$ cat src/dprm_pkg.sv
// Package with shared constants and register indexes of the debounced pulse rate meter.
package dprm_pkg;

  localparam int COUNT_WIDTH_DEF = 16;
  localparam int TIME_WIDTH_DEF  = 32;

  localparam int LIMIT_W   = 7;
  localparam int CFG_W     = 31;
  localparam int CFG_IDX_W = 2;
  localparam int PULSES_W  = 16;
  localparam int ELAPSED_W = 31;
  localparam int RATE_W    = 26;
  localparam int INTEG_W   = 8;
  localparam int SCALE_W   = 30;

  localparam logic [SCALE_W-1:0] RATE_SCALE = 30'd600000000;
  localparam logic [RATE_W-1:0]  RATE_MAX   = '1;

  localparam logic [LIMIT_W-1:0] LIMIT_RST    = 7'd10;
  localparam logic [CFG_W-1:0]   IDLE_RST     = 31'd5000000;
  localparam logic [CFG_W-1:0]   INTERVAL_RST = 31'd1000000;

  localparam logic [CFG_IDX_W-1:0] REG_LIMIT    = 2'd0;
  localparam logic [CFG_IDX_W-1:0] REG_IDLE     = 2'd1;
  localparam logic [CFG_IDX_W-1:0] REG_INTERVAL = 2'd2;

endpackage

$ cat src/dprm_in_if.sv
// Input channel carrying one sample item: raw level and timestamp.
interface dprm_in_if;
  logic        valid;
  logic        ready;
  logic        sample_level;
  logic [31:0] now_us;

  modport source (output valid, output sample_level, output now_us, input ready);
  modport sink (input valid, input sample_level, input now_us, output ready);
endinterface

$ cat src/dprm_out_if.sv
// Output channel carrying one result item: indicator and rate report.
interface dprm_out_if;
  logic        valid;
  logic        ready;
  logic        indicator_on;
  logic        report_valid;
  logic [15:0] reported_pulses;
  logic [30:0] elapsed_us;
  logic [25:0] rate_tenths_per_min;

  modport source (output valid, output indicator_on, output report_valid,
                  output reported_pulses, output elapsed_us, output rate_tenths_per_min,
                  input ready);
  modport sink (input valid, input indicator_on, input report_valid,
                input reported_pulses, input elapsed_us, input rate_tenths_per_min,
                output ready);
endinterface

$ cat src/debounced_pulse_rate_meter_unit.sv
// Top level of the debounced pulse rate meter: debouncer, edge counter and serial rate divider.
//
// Each sample item runs through a small sequencer that shares one subtractor. A sample with no
// debounced change passes through accept, filter, idle check and output before its result is
// loaded into the output register. A debounced falling edge passes through accept, filter and
// output, and a debounced rising edge through accept, filter, edge, compare and output. An item
// that makes a rate report also runs the restoring divider, which produces one quotient bit per
// cycle on the shared subtractor. The output register lets the next item be accepted while a
// result still waits. There is no clearing pass after reset.
module debounced_pulse_rate_meter_unit #(
  parameter int COUNT_WIDTH = dprm_pkg::COUNT_WIDTH_DEF,
  parameter int TIME_WIDTH  = dprm_pkg::TIME_WIDTH_DEF
) (
  input  logic                           clk,
  input  logic                           rst,
  input  logic                           cfg_write,
  input  logic [dprm_pkg::CFG_IDX_W-1:0] cfg_index,
  input  logic [dprm_pkg::CFG_W-1:0]     cfg_data,
  dprm_in_if.sink                        sample,
  dprm_out_if.source                     result
);
  import dprm_pkg::*;

  localparam int TW  = TIME_WIDTH;
  localparam int CW  = COUNT_WIDTH;
  localparam int AW  = ((TW > CFG_W) ? TW : CFG_W) + 1;
  localparam int PW  = CW + SCALE_W;
  localparam int DCW = $clog2(PW);

  typedef enum logic [6:0] {
    S_IDLE    = 7'b0000001,
    S_FILT    = 7'b0000010,
    S_IDLECHK = 7'b0000100,
    S_EDGE    = 7'b0001000,
    S_CMP     = 7'b0010000,
    S_DIV     = 7'b0100000,
    S_OUT     = 7'b1000000
  } state_t;

  state_t state;

  logic [LIMIT_W-1:0] limit;
  logic [CFG_W-1:0]   idle_timeout;
  logic [CFG_W-1:0]   report_interval;

  logic signed [INTEG_W-1:0] integ;
  logic                      deb;
  logic                      burst;
  logic [CW-1:0]             count;
  logic [TW-1:0]             ws;

  logic          lvl;
  logic [TW-1:0] now_r;
  logic [TW-1:0] tdiff;
  logic [TW-1:0] el_r;
  logic          change;
  logic          rep;
  logic [CW-1:0] rep_cnt;
  logic [PW-1:0] dvd;
  logic [TW-2:0] rem;
  logic [RATE_W-1:0] quot;
  logic          ovf;
  logic [DCW-1:0] dcnt;
  logic [RATE_W-1:0] rate_r;

  logic ov;

  logic [AW-1:0] alu_a;
  logic [AW-1:0] alu_b;
  logic [AW-1:0] alu_d;
  logic          alu_ge;

  logic signed [INTEG_W-1:0] lim_s;
  logic signed [INTEG_W-1:0] neg_lim_s;
  logic [TW-1:0]     rem_sh;
  logic [RATE_W-1:0] quot_next;
  logic              ovf_next;
  logic [PW-1:0]     prod;
  logic [31:0]       cnt_ext;
  logic              out_free;

  assign lim_s     = signed'({1'b0, limit});
  assign neg_lim_s = -lim_s;
  assign rem_sh    = {rem, dvd[PW-1]};
  assign alu_d     = alu_a - alu_b;
  assign alu_ge    = !alu_d[AW-1];
  assign quot_next = {quot[RATE_W-2:0], alu_ge};
  assign ovf_next  = ovf | quot[RATE_W-1];
  assign prod      = PW'(count) * PW'(RATE_SCALE);
  assign cnt_ext   = 32'(rep_cnt);
  assign out_free  = !ov || result.ready;

  always_comb begin
    change = 1'b0;
    if (lvl) begin
      if (integ >= lim_s && !deb) begin
        change = 1'b1;
      end
    end else begin
      if (integ <= neg_lim_s && deb) begin
        change = 1'b1;
      end
    end
  end

  always_comb begin
    alu_a = '0;
    alu_b = '0;
    unique case (state)
      S_FILT: begin
        alu_a = AW'(now_r);
        alu_b = AW'(ws);
      end
      S_IDLECHK: begin
        alu_a = AW'(tdiff);
        alu_b = AW'(idle_timeout);
      end
      S_CMP: begin
        alu_a = AW'(el_r);
        alu_b = AW'(report_interval);
      end
      S_DIV: begin
        alu_a = AW'(rem_sh);
        alu_b = AW'(el_r);
      end
      default: begin
        alu_a = '0;
        alu_b = '0;
      end
    endcase
  end

  assign sample.ready = (state == S_IDLE);
  assign result.valid = ov;

  always_ff @(posedge clk) begin
    if (rst) begin
      limit           <= LIMIT_RST;
      idle_timeout    <= IDLE_RST;
      report_interval <= INTERVAL_RST;
    end else if (cfg_write) begin
      unique case (cfg_index)
        REG_LIMIT:    limit           <= cfg_data[LIMIT_W-1:0];
        REG_IDLE:     idle_timeout    <= cfg_data;
        REG_INTERVAL: report_interval <= cfg_data;
        default: ;
      endcase
    end
  end

  always_ff @(posedge clk) begin
    if (rst) begin
      ov <= 1'b0;
    end else if (state == S_OUT && out_free) begin
      ov <= 1'b1;
    end else if (result.ready) begin
      ov <= 1'b0;
    end
  end

  always_ff @(posedge clk) begin
    if (rst) begin
      state <= S_IDLE;
      integ <= '0;
      deb   <= 1'b0;
      burst <= 1'b0;
      count <= '0;
      ws    <= '0;
    end else begin
      unique case (state)
        S_IDLE: begin
          if (sample.valid) begin
            lvl   <= sample.sample_level;
            now_r <= sample.now_us[TW-1:0];
            rep   <= 1'b0;
            state <= S_FILT;
          end
        end
        S_FILT: begin
          tdiff <= alu_d[TW-1:0];
          if (lvl) begin
            if (integ < lim_s) begin
              integ <= integ + 8'sd1;
            end
          end else begin
            if (integ > neg_lim_s) begin
              integ <= integ - 8'sd1;
            end
          end
          if (!change) begin
            state <= S_IDLECHK;
          end else begin
            deb   <= lvl;
            state <= lvl ? S_EDGE : S_OUT;
          end
        end
        S_IDLECHK: begin
          if (burst && !alu_d[TW-1]) begin
            burst <= 1'b0;
            count <= '0;
          end
          state <= S_OUT;
        end
        S_EDGE: begin
          if (!burst) begin
            ws   <= now_r;
            el_r <= '0;
          end else begin
            el_r <= tdiff;
          end
          burst <= 1'b1;
          if (count != '1) begin
            count <= count + 1'b1;
          end
          state <= S_CMP;
        end
        S_CMP: begin
          if (!el_r[TW-1] && alu_ge) begin
            rep     <= 1'b1;
            rep_cnt <= count;
            dvd     <= prod;
            count   <= '0;
            ws      <= now_r;
            rem     <= '0;
            quot    <= '0;
            ovf     <= 1'b0;
            dcnt    <= DCW'(PW - 1);
            state   <= S_DIV;
          end else begin
            state <= S_OUT;
          end
        end
        S_DIV: begin
          rem  <= alu_ge ? alu_d[TW-2:0] : rem_sh[TW-2:0];
          dvd  <= {dvd[PW-2:0], 1'b0};
          quot <= quot_next;
          ovf  <= ovf_next;
          dcnt <= dcnt - 1'b1;
          if (dcnt == '0) begin
            rate_r <= ovf_next ? RATE_MAX : quot_next;
            state  <= S_OUT;
          end
        end
        S_OUT: begin
          if (out_free) begin
            result.indicator_on        <= burst;
            result.report_valid        <= rep;
            result.reported_pulses     <= rep ? cnt_ext[PULSES_W-1:0] : '0;
            result.elapsed_us          <= rep ? ELAPSED_W'(el_r) : '0;
            result.rate_tenths_per_min <= rep ? rate_r : '0;
            state                      <= S_IDLE;
          end
        end
        default: state <= S_IDLE;
      endcase
    end
  end

endmodule

$ cat src/flat_wrapper.sv
// flat-port wrapper written by rule: the top's interface ports become plain ports
module debounced_pulse_rate_meter_unit_flat import dprm_pkg::*;
#(
  parameter int COUNT_WIDTH = dprm_pkg::COUNT_WIDTH_DEF,
  parameter int TIME_WIDTH  = dprm_pkg::TIME_WIDTH_DEF
)
  (clk, rst, cfg_write, cfg_index, cfg_data, sample_valid, sample_sample_level, sample_now_us, sample_ready, result_valid, result_indicator_on, result_report_valid, result_reported_pulses, result_elapsed_us, result_rate_tenths_per_min, result_ready);
  dprm_in_if sample_i ();
  dprm_out_if result_i ();
  input  logic clk;
  input  logic rst;
  input  logic cfg_write;
  input  logic [dprm_pkg::CFG_IDX_W-1:0] cfg_index;
  input  logic [dprm_pkg::CFG_W-1:0] cfg_data;
  input wire logic [$bits(sample_i.valid)-1:0] sample_valid;
  input wire logic [$bits(sample_i.sample_level)-1:0] sample_sample_level;
  input wire logic [$bits(sample_i.now_us)-1:0] sample_now_us;
  output wire logic [$bits(sample_i.ready)-1:0] sample_ready;
  output wire logic [$bits(result_i.valid)-1:0] result_valid;
  output wire logic [$bits(result_i.indicator_on)-1:0] result_indicator_on;
  output wire logic [$bits(result_i.report_valid)-1:0] result_report_valid;
  output wire logic [$bits(result_i.reported_pulses)-1:0] result_reported_pulses;
  output wire logic [$bits(result_i.elapsed_us)-1:0] result_elapsed_us;
  output wire logic [$bits(result_i.rate_tenths_per_min)-1:0] result_rate_tenths_per_min;
  input wire logic [$bits(result_i.ready)-1:0] result_ready;
  assign sample_i.valid = sample_valid;
  assign sample_i.sample_level = sample_sample_level;
  assign sample_i.now_us = sample_now_us;
  assign sample_ready = sample_i.ready;
  assign result_valid = result_i.valid;
  assign result_indicator_on = result_i.indicator_on;
  assign result_report_valid = result_i.report_valid;
  assign result_reported_pulses = result_i.reported_pulses;
  assign result_elapsed_us = result_i.elapsed_us;
  assign result_rate_tenths_per_min = result_i.rate_tenths_per_min;
  assign result_i.ready = result_ready;
  debounced_pulse_rate_meter_unit #(.COUNT_WIDTH(COUNT_WIDTH), .TIME_WIDTH(TIME_WIDTH)) u_core (.clk(clk), .rst(rst), .cfg_write(cfg_write), .cfg_index(cfg_index), .cfg_data(cfg_data), .sample(sample_i), .result(result_i));
endmodule
$ cat config.mk
export PLATFORM = sky130hd
export DESIGN_NAME = debounced_pulse_rate_meter_unit_flat
export DESIGN_NICKNAME = d
export VERILOG_FILES = /design/src/dprm_pkg.sv /design/src/dprm_in_if.sv /design/src/dprm_out_if.sv /design/src/debounced_pulse_rate_meter_unit.sv /design/src/flat_wrapper.sv
export SDC_FILE = /design/constraint.sdc
export NUM_CORES = 1
export LEC_CHECK = 0
export ABC_AREA = 1
export ABC_CLOCK_PERIOD_IN_PS = 9400
export BUFFER_PORTS_ARGS = -buffer_cell sky130_fd_sc_hd__buf_2
export CAP_MARGIN = 20
export CORE_MARGIN = 4
export CORE_UTILIZATION = 45
export DETAILED_ROUTE_END_ITERATION = 8
export SLEW_MARGIN = 10
export SYNTH_ARGS = -nofsm -noshare
export SYNTH_HDL_FRONTEND = slang
export SYNTH_SLANG_ARGS = --single-unit
$ cat constraint.sdc
create_clock -name clk -period 9.4 [get_ports clk]
set_input_delay 1.41 -clock clk [delete_from_list [all_inputs] [get_ports clk]]
set_output_delay 1.41 -clock clk [all_outputs]
set_load 0.005 [all_outputs]
After elaboration in Yosys (flattened, before gate mapping)
Index checks and enable logic that the tools add are counted.
{"block": "word_totals", "register_bits": 460, "output_inout_bits": 77, "in_bits": 71, "wordCells": 135}
{"block": "classes", "bitwise_logic": 2, "n_eq_ne": 18, "addsub": 6, "n_reduce_logical": 37, "n_lt_le_gt_ge": 4, "muxes": 40, "mul": 1}
{"op": "$pmux W32 S4", "count": 2}
{"op": "$pmux W46 S2", "count": 1}
{"op": "$mux W32", "count": 2}
{"op": "$pmux W32 S2", "count": 1}
{"op": "$mux W31", "count": 2}
{"op": "$pmux W31 S2", "count": 1}
{"op": "$pmux W26 S2", "count": 1}
{"op": "$pmux W7 S7", "count": 1}
{"op": "$mux W16", "count": 3}
{"op": "$pmux W16 S3", "count": 1}
{"op": "$mux W46", "count": 1}
{"op": "$mux W7", "count": 6}
{"op": "$mul A16 B21 Y37 const B", "count": 1}
{"op": "$sub A32 B32 Y33", "count": 1}
{"op": "$mux W26", "count": 1}
{"op": "$mux W8", "count": 3}
{"op": "$reduce_and A3 Y1", "count": 8}
{"op": "$add A16 B1 Y16 const B", "count": 1}
{"op": "$ne A16 B16 Y1 const B", "count": 1}
{"op": "$reduce_and A2 Y1", "count": 7}
{"op": "$pmux W6 S2", "count": 1}
{"op": "$reduce_bool A2 Y1", "count": 6}
{"op": "$ne A2 B1 Y1 const B", "count": 5}
{"op": "$mux W1", "count": 9}
{"op": "other kinds (29)", "count": 42}

Depth between registers and ports, before layout
Gate-level depths: netlist of run 1.
{"block": "depth", "ltp_word": 7, "ltp_mapped": 28, "mapped_depth_nobuf": 26}

Least setup slack after synthesis of run 1
OpenSTA, ideal clock, no wires.
{"block": "synth_path", "path_type": "register to register", "startpoint": "register u_core.state[2]", "endpoint": "register u_core.dcnt[0] (enable)", "n_path_buf": 2, "path_stages_with_launch": 24, "arrival_ns": 7.633, "synth_period_minus_slack_ns": 8.227, "setup_time_ns": 0.594, "setup_slack_ns": 1.173, "required_time_ns": 8.806, "path_cell_list": "dfxtp_1 nor2_1 inv_1 nor2_1 nand2_1 inv_1 buf_2 buf_2 nand2_1 nand2_1 a221oi_1 ha_1 fa_1 inv_1 nand2_1 nand2_1 nand3_1 nand2_2 nand2_1 nand2_2 nand2_2 nand2_4 nand3_1 a21oi_1"}
{"block": "synth_via", "elab_chain_cells": 7, "elab_cells_between_ends": 12, "classes_between": "1 x add/sub; 5 x eq/ne; 2 x mux; 4 x reduce/logical"}
{"item": "from (decl)", "line_no": "debounced_pulse_rate_meter_unit.sv:40", "source": "state_t state;"}
{"item": "from (signal assigned)", "line_no": "debounced_pulse_rate_meter_unit.sv:194", "source": "state <= lvl ? S_EDGE : S_OUT;"}
{"item": "$eq A7 B6 Y1, or another cell as far along", "line_no": "debounced_pulse_rate_meter_unit.sv:109, debounced_pulse_rate_meter_unit.sv:170"}
{"item": "$pmux W32 S4", "line_no": "debounced_pulse_rate_meter_unit.sv:109", "source": "unique case (state)"}
{"item": "$sub A32 B32 Y33", "line_no": "debounced_pulse_rate_meter_unit.sv:85", "source": "assign alu_d = alu_a - alu_b;"}
{"item": "$logic_not A1 Y1", "line_no": "debounced_pulse_rate_meter_unit.sv:86", "source": "assign alu_ge = !alu_d[AW-1];"}
{"item": "$logic_and A1 B1 Y1", "line_no": "debounced_pulse_rate_meter_unit.sv:218", "source": "if (!el_r[TW-1] && alu_ge) begin"}
{"item": "$ne A2 B1 Y1 (no source line)"}
{"item": "$reduce_and A3 Y1 (no source line) (*)"}
{"item": "to (signal assigned)", "line_no": "debounced_pulse_rate_meter_unit.sv:227", "source": "dcnt <= DCW'(PW - 1);"}
{"item": "to (signal assigned)", "line_no": "debounced_pulse_rate_meter_unit.sv:238", "source": "dcnt <= dcnt - 1'b1;"}
{"item": "to (decl)", "line_no": "debounced_pulse_rate_meter_unit.sv:63", "source": "logic [DCW-1:0] dcnt;"}
Every way passes the cells marked *; elsewhere a longest branch is shown, timed or not.
A chain may end at the register's enable or synchronous reset.

Final worst setup path of run 1
{"block": "layout_path", "startpoint": "register u_core.count[14]", "endpoint": "register u_core.dvd[30], data pin"}
{"block": "layout_via", "elab_chain_cells": 3}
{"item": "from (decl)", "line_no": "debounced_pulse_rate_meter_unit.sv:49", "source": "logic [CW-1:0] count;"}
{"item": "from (signal assigned)", "line_no": "debounced_pulse_rate_meter_unit.sv:213", "source": "count <= count + 1'b1;"}
{"item": "$mul A16 B21 Y37", "line_no": "debounced_pulse_rate_meter_unit.sv:89", "source": "assign prod = PW'(count) * PW'(RATE_SCALE);"}
{"item": "$mux W46", "line_no": "debounced_pulse_rate_meter_unit.sv:218"}
{"item": "$pmux W46 S2", "line_no": "debounced_pulse_rate_meter_unit.sv:170", "source": "unique case (state)"}
{"item": "to (signal assigned)", "line_no": "debounced_pulse_rate_meter_unit.sv:221", "source": "dvd <= prod;"}
{"item": "to (signal assigned)", "line_no": "debounced_pulse_rate_meter_unit.sv:235", "source": "dvd <= {dvd[PW-2:0], 1'b0};"}
{"item": "to (decl)", "line_no": "debounced_pulse_rate_meter_unit.sv:59", "source": "logic [PW-1:0] dvd;"}
No other way between the ends. The select of a mux whose other input is x is not followed.

==> impl_results.md, run 1 <==
* Largest net degree at the start of global routing at 91
* Cell taking the most area after synthesis: edfxtp_1
* Detailed route wirelength on metal2 at 32.2 mm
* Vias per cell at 5.27
* Post-synth cell types at 54
* I/O pins at 148
* Synth top area share at 0.353
* Clock power frac at 0.390
* Reg power frac at 0.426
* Async set-reset flop share out of synthesis at 0
* Int Power at 3720 uW
* Antenna violations before repair at 4
* CTS max path bufs at 3
* Setup tns final at 0 ns
* Crit Path Class: reg2reg
* Port Buffer Count at 147
* Iter 0 DRT Violations at 1535
* Mapped Nets at 3368
* Die Y at 252 microns
* Power Density at 176 nW/um^2
* Post_cts resized at 0
* Die footprint at 63700 sq um
* DRT Wirelength at 71.7 mm
* Required @ worst endpoint at 9.72 ns
* Avg Inst Size Synth at 8.97 sq um
* Max-slew violations at 0
* Via count at 20800
* WP data arrival at 6.16 ns
* RSZ-0062 raised after global routing: no
* DRT Pass-1 Iters at 5
* H-tree levels at 2
* Met3 Wirelength at 4.26 mm
* Clk slew on worst S/H paths at 0.06 ns
* Hold WC Path Type: reg2reg
* GRT overflow at 0
* Hold depth at 2
* Endpoints failing setup at 0
* Critical Path Sink Type: flop
* Sequential-to-total area share from yosys stat at 0.454
* TritonCTS clock tree: yes
* Share of cells above drive strength 1 at 0.114
* Nets at 3493
* Startpoint Class: flop
* Syn-to-layout area delta at 11.9%
* Crit share post-route at 0.622
* Fillers at 5496
* Seq cells post-synth at 451
* Wire per inst at 18.2 microns
* Skew final at 0.0320 ns
* M1 wire length at 33.7 mm
* Commonest non-fill, non-tap cells in the layout: nand2_1 (725), inv_1 (444), edfxtp_1 (316)
* DRC errors left at 0
* Synthesized instance count at 2996
* Post-route minimum period at 5.84 ns
* CTS Buf Count at 51
* Final Hold Viols at 0
* CP Max Fanout at 10
* Slew @ Worst Pin at 1.01 ns
* Die width at 252 microns
* Comb pwr share at 0.185
* Final worst slack at 3.56 ns
* Gr usage total at 0.225
* FMAX at 0.171 GHz
* Root Buffer: clkbuf_16
* Placement Setup Slack at 3.61 ns
* Leakage at 0.0144 uW
* Core Area at 59000 sq um
* HPWL Detailed at 50.6 mm
* Global-route wire length before repair at 116 mm
* Routability cong. at 0.927
* Vias in the first global route at 20700
* Top layer in use: met5
* Slew HR at 0.325
* Remaining antenna violation count after routing at 0
* Most common cell after layout, fill and taps aside: nand2_1
* Clock latency on the worst-skew pair at 0.62 ns
* Top FF cell, synth: edfxtp_1
* Initial Utilization at 0.455
* Status: completed
* Peak VDD IR at 150 uV
* Hold Buf Count CTS at 0
* Post-synth EDFFs at 316
* NetSw at 1560 uW
* Post-CTS setup buffer count at 0
* Worst r2r path cells at 18
* Max Cap Viol at 0
* CTS Sinks at 451
* Std cell rows at 89
* Ys Warns at 0
* Synth area leaders: edfxtp_1 (35%), ha_1 (10%), nand2_1 (10%)
* Sw frac at 0.296
* Post-Syn Area at 26900 sq um
## Yosys cell counts, types with 4 or more instances
cell type  number
inv_1         447
fa_1           83
a21oi_2        31
ha_1          218
a31oi_1         4
nand3b_1        5
edfxtp_1      316
a221oi_1       30
nor3_1         22
or2_2          12
nor4_1          8
o21ai_0       127
nand4_1        46
a22oi_1         4
buf_6           4
clkbuf_1       61
xor2_1         31
o21a_1          6
a21oi_1       145
o211ai_1        7
a21o_1          9
nand2_1       726
o21bai_1        8
buf_1           6
nor2_1        251
xnor2_1        17
dfxtp_1       135
nand2_2        36
a22o_1         31
buf_2          26
nand3_1       107
## kinds of logic after synthesis
group / count (synthesis) / synth area share
AOI/OAI and AO/OA: 415 / 0.0953
xor gates and xnor gates: 48 / 0.0156
adders and majority gates: 301 / 0.163
buffers and inverters: 555 / 0.0819
DFF: 451 / 0.454
and+or+nand+nor: 1226 / 0.190
## power groups by stage
stage                     registers (uW)  clock network (uW)  logic, uW
final                               2250                2060        976
after global routing                2250                2180       1100
after CTS                           2250                2110        965
after detailed placement            2290                   0        960
after global placement              2290                   0        944
after floorplan                     2280                   0        670
## layer usage
layer  vias up  GRT usage
met2       599      0.359
li1      10100          -
met1      9966      0.329
met4         6     0.0497
met3        93     0.0312
met5         -          0
## per-stage QoR
step | instance area (sq um) | power, uW | std cells | utilization | hold slack, ns
final | 30100 | 5290 | 3938 | 0.510 | 0.463
after global routing | 30100 | 5540 | 3937 | 0.510 | 0.487
after CTS | 30100 | 5320 | 3936 | 0.509 | 0.465
after detailed placement | 28300 | 3250 | 3840 | 0.480 | 0.450
after global placement | 28300 | 3240 | 3840 | 0.480 | 0.445
after floorplan | 26900 | 2950 | 2996 | - | 0.406
## critical path, cell delays in order, from the launching register on
cell and delay [ns]:
dfxtp_1 0.56, inv_1 0.12, ha_1 0.34, xnor2_1 0.27, ha_1 0.21, a21oi_1 0.06
fa_1 0.52, fa_1 0.53, fa_1 0.53, fa_1 0.55, inv_1 0.04, ha_1 0.34
nand2_1 0.14, nor2_1 0.23, nand2_1 0.07, o21ai_0 0.55, a21boi_0 0.23, xor2_1 0.17
o21ai_0 0.08
## final cells by class
type | instances | area, sq um | share of cell area
Clock inverter | 26 | 314 | 0.0104
Clock buffer | 70 | 1420 | 0.0471
Tap cell | 773 | 967 | 0.0322
Inverter | 454 | 1710 | 0.0568
Timing Repair Buffer | 173 | 951 | 0.0316
Antenna cell | 1 | 2.50 | 0.0000832
Sequential cell | 451 | 12200 | 0.405
Multi-Input combinational cell | 1990 | 12500 | 0.416
## flip-flops by register name, indices dropped and copies added (netlist names), 7 cells and up
signal / cells
u_core.rate_r: 26
u_core.report_interval: 31
u_core.count: 16
u_core.quot: 26
u_core.dvd: 37
u_core.tdiff: 32
u_core.integ: 8
u_core.limit: 7
u_core.ws: 32
u_core.rem: 31
u_core.result.elapsed_us: 31
u_core.now_r: 32
u_core.result.reported_pulses: 16
u_core.rep_cnt: 16
u_core.result.rate_tenths_per_min: 26
u_core.state: 7
u_core.idle_timeout: 31
u_core.el_r: 32
## final timing paths
check | from | endpoint | slack [ns]
hold / removal | u_core.report_interval[14]$_SDFFE_PP1P_ | u_core.report_interval[14]$_SDFFE_PP1P_ | 0.46
setup reg to reg | u_core.count[14]$_SDFFE_PP0P_ | u_core.dvd[30]$_DFFE_PP_ | 3.56
hold reg to reg | u_core.report_interval[14]$_SDFFE_PP1P_ | u_core.report_interval[14]$_SDFFE_PP1P_ | 0.46
setup / recovery | u_core.count[14]$_SDFFE_PP0P_ | u_core.dvd[30]$_DFFE_PP_ | 3.56
No activity file was read; power rests on OpenSTA's default activity.
==> run 2, diff against run 1 <==
--- a/config.mk
+++ b/config.mk
@@ -6,7 +6,7 @@
 export NUM_CORES = 1
 export LEC_CHECK = 0
 export ABC_AREA = 1
-export ABC_CLOCK_PERIOD_IN_PS = 9400
+export ABC_CLOCK_PERIOD_IN_PS = 5900
 export BUFFER_PORTS_ARGS = -buffer_cell sky130_fd_sc_hd__buf_2
 export CAP_MARGIN = 20
 export CORE_MARGIN = 4
==> constraint.sdc (replaced) <==
create_clock -name clk -period 5.9 [get_ports clk]
set_input_delay 0.885 -clock clk [delete_from_list [all_inputs] [get_ports clk]]
set_output_delay 0.885 -clock clk [all_outputs]
set_load 0.005 [all_outputs]
==> run 2 against run 1 <==
Register-to-register slack got worse by 3.2 ns; final area rose by 0.68%; first-iteration DRC count rose by 5.4%; worst setup slack got worse by 3.2 ns; global-route usage rose by 0.33 points; sequential cell count did not move; combinational power rose by 58%; critical path type unchanged; critical endpoint is now u_core.dvd[45]$_DFFE_PP_.
==> impl_results.md, run 2 (synthesized netlist as in run 1, its figures left out) <==
* DRT Wirelength at 73.5 mm
* Global-route wire length before repair at 116 mm
* Peak VDD IR at 193 uV
* Hold depth at 2
* Syn-to-layout area delta at 12.7%
* Final Hold Viols at 0
* Endpoints failing setup at 0
* Vias in the first global route at 20800
* H-tree levels at 2
* Detailed route wirelength on metal2 at 33.1 mm
* Die footprint at 63700 sq um
* Core Area at 59000 sq um
* Initial Utilization at 0.455
* Most common cell after layout, fill and taps aside: nand2_1
* Crit Path Class: reg2reg
* Top reg by flops: u_core.dvd
* Iter 0 DRT Violations at 1618
* Die width at 252 microns
* # diodes at 0
* Critical path's top delay family: adder cells
* Max FFs per register at 37
* Cells along the critical path: inv_1, ha_1, inv_1, fa_1, inv_1, fa_1, fa_1, inv_1, fa_1, inv_1, fa_1, inv_1, ha_1, a21oi_1, o21ai_0, a21oi_2, nor2_1, nor2_1, nand3_1, or2_2, nand3_1, nand2_1
* Die Y at 252 microns
* CTS max path bufs at 3
* Slew HR at 0.282
* HPWL Detailed at 53.6 mm
* Crit path buf inv count at 6
* FMAX at 0.180 GHz
* Worst r2r path cells at 22
* Setup tns final at 0 ns
* Port Buffer Count at 147
* Post-route minimum period at 5.55 ns
* Root Buffer: clkbuf_16
* Reg area at 12200 sq um
* Commonest non-fill, non-tap cells in the layout: nand2_1 (725), inv_1 (444), edfxtp_1 (316)
* RSZ-0062 raised after global routing: no
* Std cell rows at 89
* CP Max Fanout at 7
* Nets at 3516
* Vias per cell at 5.26
* DRC errors left at 0
* DRT Pass-1 Iters at 7
* Fillers at 5527
* Cell mode on critical path: inv_1
* I/O pins at 148
* Crit share post-route at 0.940
* Routability cong. at 0.917
* CTS Sinks at 451
* Max-slew violations at 0
* Skew final at 0.0283 ns
* Wire per inst at 18.6 microns
* WP data arrival at 5.89 ns
* M1 wire length at 34.8 mm
* Worst path depth at 22
* Multi-input gate area at 12500 sq um
* Max Cap Viol at 0
* Hold WC Path Type: reg2reg
* Via count at 20800
* Antenna violations before repair at 2
* Crit path largest cell delay at 0.54 ns
* Remaining antenna violation count after routing at 0
* Worst path slowest cell: fa_1
* Largest net degree at the start of global routing at 91
* Startpoint Class: flop
* Top layer in use: met5
* Critical Path Sink Type: flop
* CTS Buf Count at 50
* Share of cells above drive strength 1 at 0.121
* Leakage at 0.0145 uW
* Hold Buf Count CTS at 0
* Clock latency on the worst-skew pair at 0.60 ns
* Power Total at 8360 uW
* Slew @ Worst Pin at 1.08 ns
* Gr usage total at 0.228
* Required @ worst endpoint at 6.25 ns
* Clk slew on worst S/H paths at 0.07 ns
* GRT overflow at 0
* Status: completed
* TritonCTS clock tree: yes
* Power Density at 276 nW/um^2
* Met3 Wirelength at 4.28 mm
==> run 2: final cells by class <==
type	count	area share
multi-input combinational	1990	0.414
sequential	451	0.403
inverter	454	0.0564
clock buffer	67	0.0468
timing repair buffer	197	0.0392
tap	773	0.0319
clock inverter	25	0.00921
==> run 2: timing repair <==
action                                  in CTS  in global routing
gates resized for setup                      0                  4
endpoints found under the setup margin       0                  2
setup buffers                                0                  0
==> run 2: through the flow <==
stage	setup WS [ns]	hold slack (ns)	cells	instance area, sq um	util
2_1_floorplan	0.666	0.406	2996	26900	-
3_3_place_gp	0.327	0.441	3864	28600	0.484
3_5_place_dp	0.244	0.445	3865	28600	0.484
4_1_cts	0.183	0.431	3957	30300	0.513
6_report	0.354	0.460	3957	30300	0.513
5_1_grt	0.0459	0.443	3957	30300	0.513
==> run 2: final timing paths <==
check / slack [ns] / start / to
max: 0.35 / u_core.count[5]$_SDFFE_PP0P_ / u_core.dvd[45]$_DFFE_PP_
min: 0.46 / u_core.report_interval[18]$_SDFFE_PP1P_ / u_core.report_interval[18]$_SDFFE_PP1P_
max reg2reg: 0.35 / u_core.count[5]$_SDFFE_PP0P_ / u_core.dvd[45]$_DFFE_PP_
min reg2reg: 0.46 / u_core.report_interval[18]$_SDFFE_PP1P_ / u_core.report_interval[18]$_SDFFE_PP1P_
==> run 2: power breakdown <==
| group | internal, uW | switching (uW) |
|---|---|---|
| combinational | 486 | 1060 |
| clock | 1910 | 1320 |
| sequential | 3520 | 65.5 |
| total | 5910 | 2440 |
==> run 2: metal layers <==
metal,vias to the layer above,track usage
met1,10000,0.334
met2,574,0.363
met4,2,0.0478
li1,10100,-
met3,84,0.0343
met5,-,0
==> run 2: worst min-delay path: cells and delay by family, from the launching register on <==
| kind | cells | cell delay [ns] |
|---|---|---|
| simple gates | 2 | 0.10 |
| flops | 1 | 0.33 |
==> run 3, diff against run 2 <==
--- a/config.mk
+++ b/config.mk
@@ -8,10 +8,10 @@
 export ABC_AREA = 1
 export ABC_CLOCK_PERIOD_IN_PS = 5900
 export BUFFER_PORTS_ARGS = -buffer_cell sky130_fd_sc_hd__buf_2
-export CAP_MARGIN = 20
 export CORE_MARGIN = 4
-export CORE_UTILIZATION = 45
+export CORE_UTILIZATION = 62
 export DETAILED_ROUTE_END_ITERATION = 8
+export PLACE_DENSITY = 0.81
 export SLEW_MARGIN = 10
 export SYNTH_ARGS = -nofsm -noshare
 export SYNTH_HDL_FRONTEND = slang
==> run 3 against run 2 <==
Sequential share of layout area is 0.57 points higher; critical path depth down 1; combinational power about the same; count of clock-buffer cells in the layout down 2; fmax down 0.27%; worst hold slack better by 0.0032 ns; critical path type unchanged.
==> impl_results.md, run 3 (synthesized netlist as in run 1, its figures left out) <==
* Power Total at 8220 uW
* Vias per cell at 5.70
* Cell mode on critical path: fa_1
* Comb pwr share at 0.191
* Critical Path Sink Type: flop
* Max-slew violations at 0
* Startpoint Class: flop
* Worst hold margin at 0.463 ns
* HPWL Detailed at 51.0 mm
* Initial Utilization at 0.625
* Hold WC Path Type: in2reg
* Iter 0 DRT Violations at 2083
* DRT Pass-1 Iters at 6
* Setup tns final at 0 ns
* Die footprint at 46700 sq um
* Port Buffer Count at 147
* Top reg by flops: u_core.dvd
* Leakage at 0.0144 uW
* Most common cell after layout, fill and taps aside: nand2_1
* I/O pins at 148
* Crit share post-route at 0.943
* Slew HR at 0.205
* Die Y at 216 microns
* Max FFs per register at 37
* Cells along the critical path: buf_4, fa_1, fa_1, inv_1, fa_1, fa_1, inv_1, fa_1, inv_1, fa_1, inv_1, ha_1, a21oi_1, o21ai_0, a21oi_2, nor2_1, nor2_1, nand3_1, or2_2, nand3_1, nand2_1
* GRT overflow at 0
* Worst path slowest cell: fa_1
* Clock latency on the worst-skew pair at 0.59 ns
* Antenna violations before repair at 0
* Max Cap Viol at 0
* Endpoints failing setup at 0
* FMAX at 0.180 GHz
* Final Hold Viols at 0
* Peak VDD IR at 250 uV
* Commonest non-fill, non-tap cells in the layout: nand2_1 (725), inv_1 (444), edfxtp_1 (316)
* Hold depth at 1
* Global-route wire length before repair at 115 mm
* Crit path buf inv count at 5
* WP data arrival at 5.90 ns
* Sw frac at 0.296
* Post_cts resized at 0
* Crit Path Class: reg2reg
* Nets at 3502
* Power Density at 275 nW/um^2
* Vias in the first global route at 21500
* Post-CTS setup buffer count at 0
* Slew @ Worst Pin at 1.19 ns
* DRC errors left at 0
* CP Max Fanout at 9
* H-tree levels at 2
* CTS Sinks at 451
* Critical path's top delay family: adder cells
* Non-filler cells, final at 3755
* Int Power at 5780 uW
* Syn-to-layout area delta at 11.1%
* Post-route minimum period at 5.56 ns
* Clock power frac at 0.373
* Hold Buf Count CTS at 0
* Std cell rows at 76
* NetSw at 2440 uW
* Clk slew on worst S/H paths at 0.06 ns
* Wire per inst at 19.0 microns
* Worst path depth at 21
* TritonCTS clock tree: yes
* Skew final at 0.0182 ns
* CTS Buf Count at 47
* Via count at 21400
* Required @ worst endpoint at 6.24 ns
* Reg power frac at 0.437
* DRT Wirelength at 71.5 mm
* Post-Place Cells at 3666
* Crit path largest cell delay at 0.54 ns
* Gr usage total at 0.305
* Routability cong. at 0.996
* Root Buffer: clkbuf_16
* Worst r2r path cells at 21
* RSZ-0062 raised after global routing: no
* Die width at 216 microns
* Core Area at 43000 sq um
* CTS max path bufs at 3
* Remaining antenna violation count after routing at 0
* Share of cells above drive strength 1 at 0.117
* Largest net degree at the start of global routing at 91
* Status: completed
[run 3: cell types whose count changed in the layout (fill, tap and decap cells not counted), sizes merged]
cell	previous run	this run
buf	197	186
bufinv	5	3
clkbuf	67	65
clkinv	18	17
clkinvlp	2	3
diode	0	1
[run 3: worst register-to-register path, cell delays in order (launching register included)]
cell,delay [ns]
dfxtp_1,0.31
buf_4,0.17
fa_1,0.44
fa_1,0.50
inv_1,0.06
fa_1,0.53
fa_1,0.52
inv_1,0.06
fa_1,0.54
inv_1,0.06
fa_1,0.53
inv_1,0.04
ha_1,0.34
a21oi_1,0.18
o21ai_0,0.15
a21oi_2,0.21
nor2_1,0.06
nor2_1,0.11
nand3_1,0.09
or2_2,0.28
nand3_1,0.07
nand2_1,0.06
[run 3: area by class of cell]
class,instances,area [sq um]
sequential,451,12200
timing repair buffer,186,1090
fill,3386,13100
clock buffer,65,1380
tap,585,732
antenna,1,2.50
multi-input combinational,1990,12500
inverter,454,1710
clock inverter,23,219
[run 3: worst paths after layout]
kind	start	to	slack (ns)
max reg2reg	u_core.count[5]$_SDFFE_PP0P_	u_core.dvd[45]$_DFFE_PP_	0.34
min	sample_now_us[19]	u_core.now_r[19]$_DFFE_PP_	0.46
max	u_core.count[5]$_SDFFE_PP0P_	u_core.dvd[45]$_DFFE_PP_	0.34
min reg2reg	u_core.idle_timeout[18]$_SDFFE_PP1P_	u_core.idle_timeout[18]$_SDFFE_PP1P_	0.46
[run 3: through the flow]
step,util,worst slack (ns),instance area [sq um]
2_1_floorplan,-,0.666,26900
3_3_place_gp,0.657,0.385,28300
3_5_place_dp,0.657,0.198,28300
4_1_cts,0.694,0.212,29800
5_1_grt,0.695,0.0181,29900
6_report,0.695,0.339,29900
[run 3: power by group through the flow]
| stage | logic, uW | clock network [uW] | registers, uW |
|---|---|---|---|
| floorplan | 1070 | 0 | 3630 |
| global placement | 1480 | 0 | 3650 |
| detailed placement | 1530 | 0 | 3650 |
| CTS | 1550 | 3090 | 3580 |
| global route | 1740 | 3230 | 3590 |
| finish | 1570 | 3060 | 3590 |
[run 3: layer usage]
metal,GRT usage,part of all wire,up-vias
met5,0,0,-
met4,0.0913,0.029,0
met3,0.0609,0.090,135
met2,0.487,0.45,962
met1,0.429,0.43,10200
li1,-,-,10100
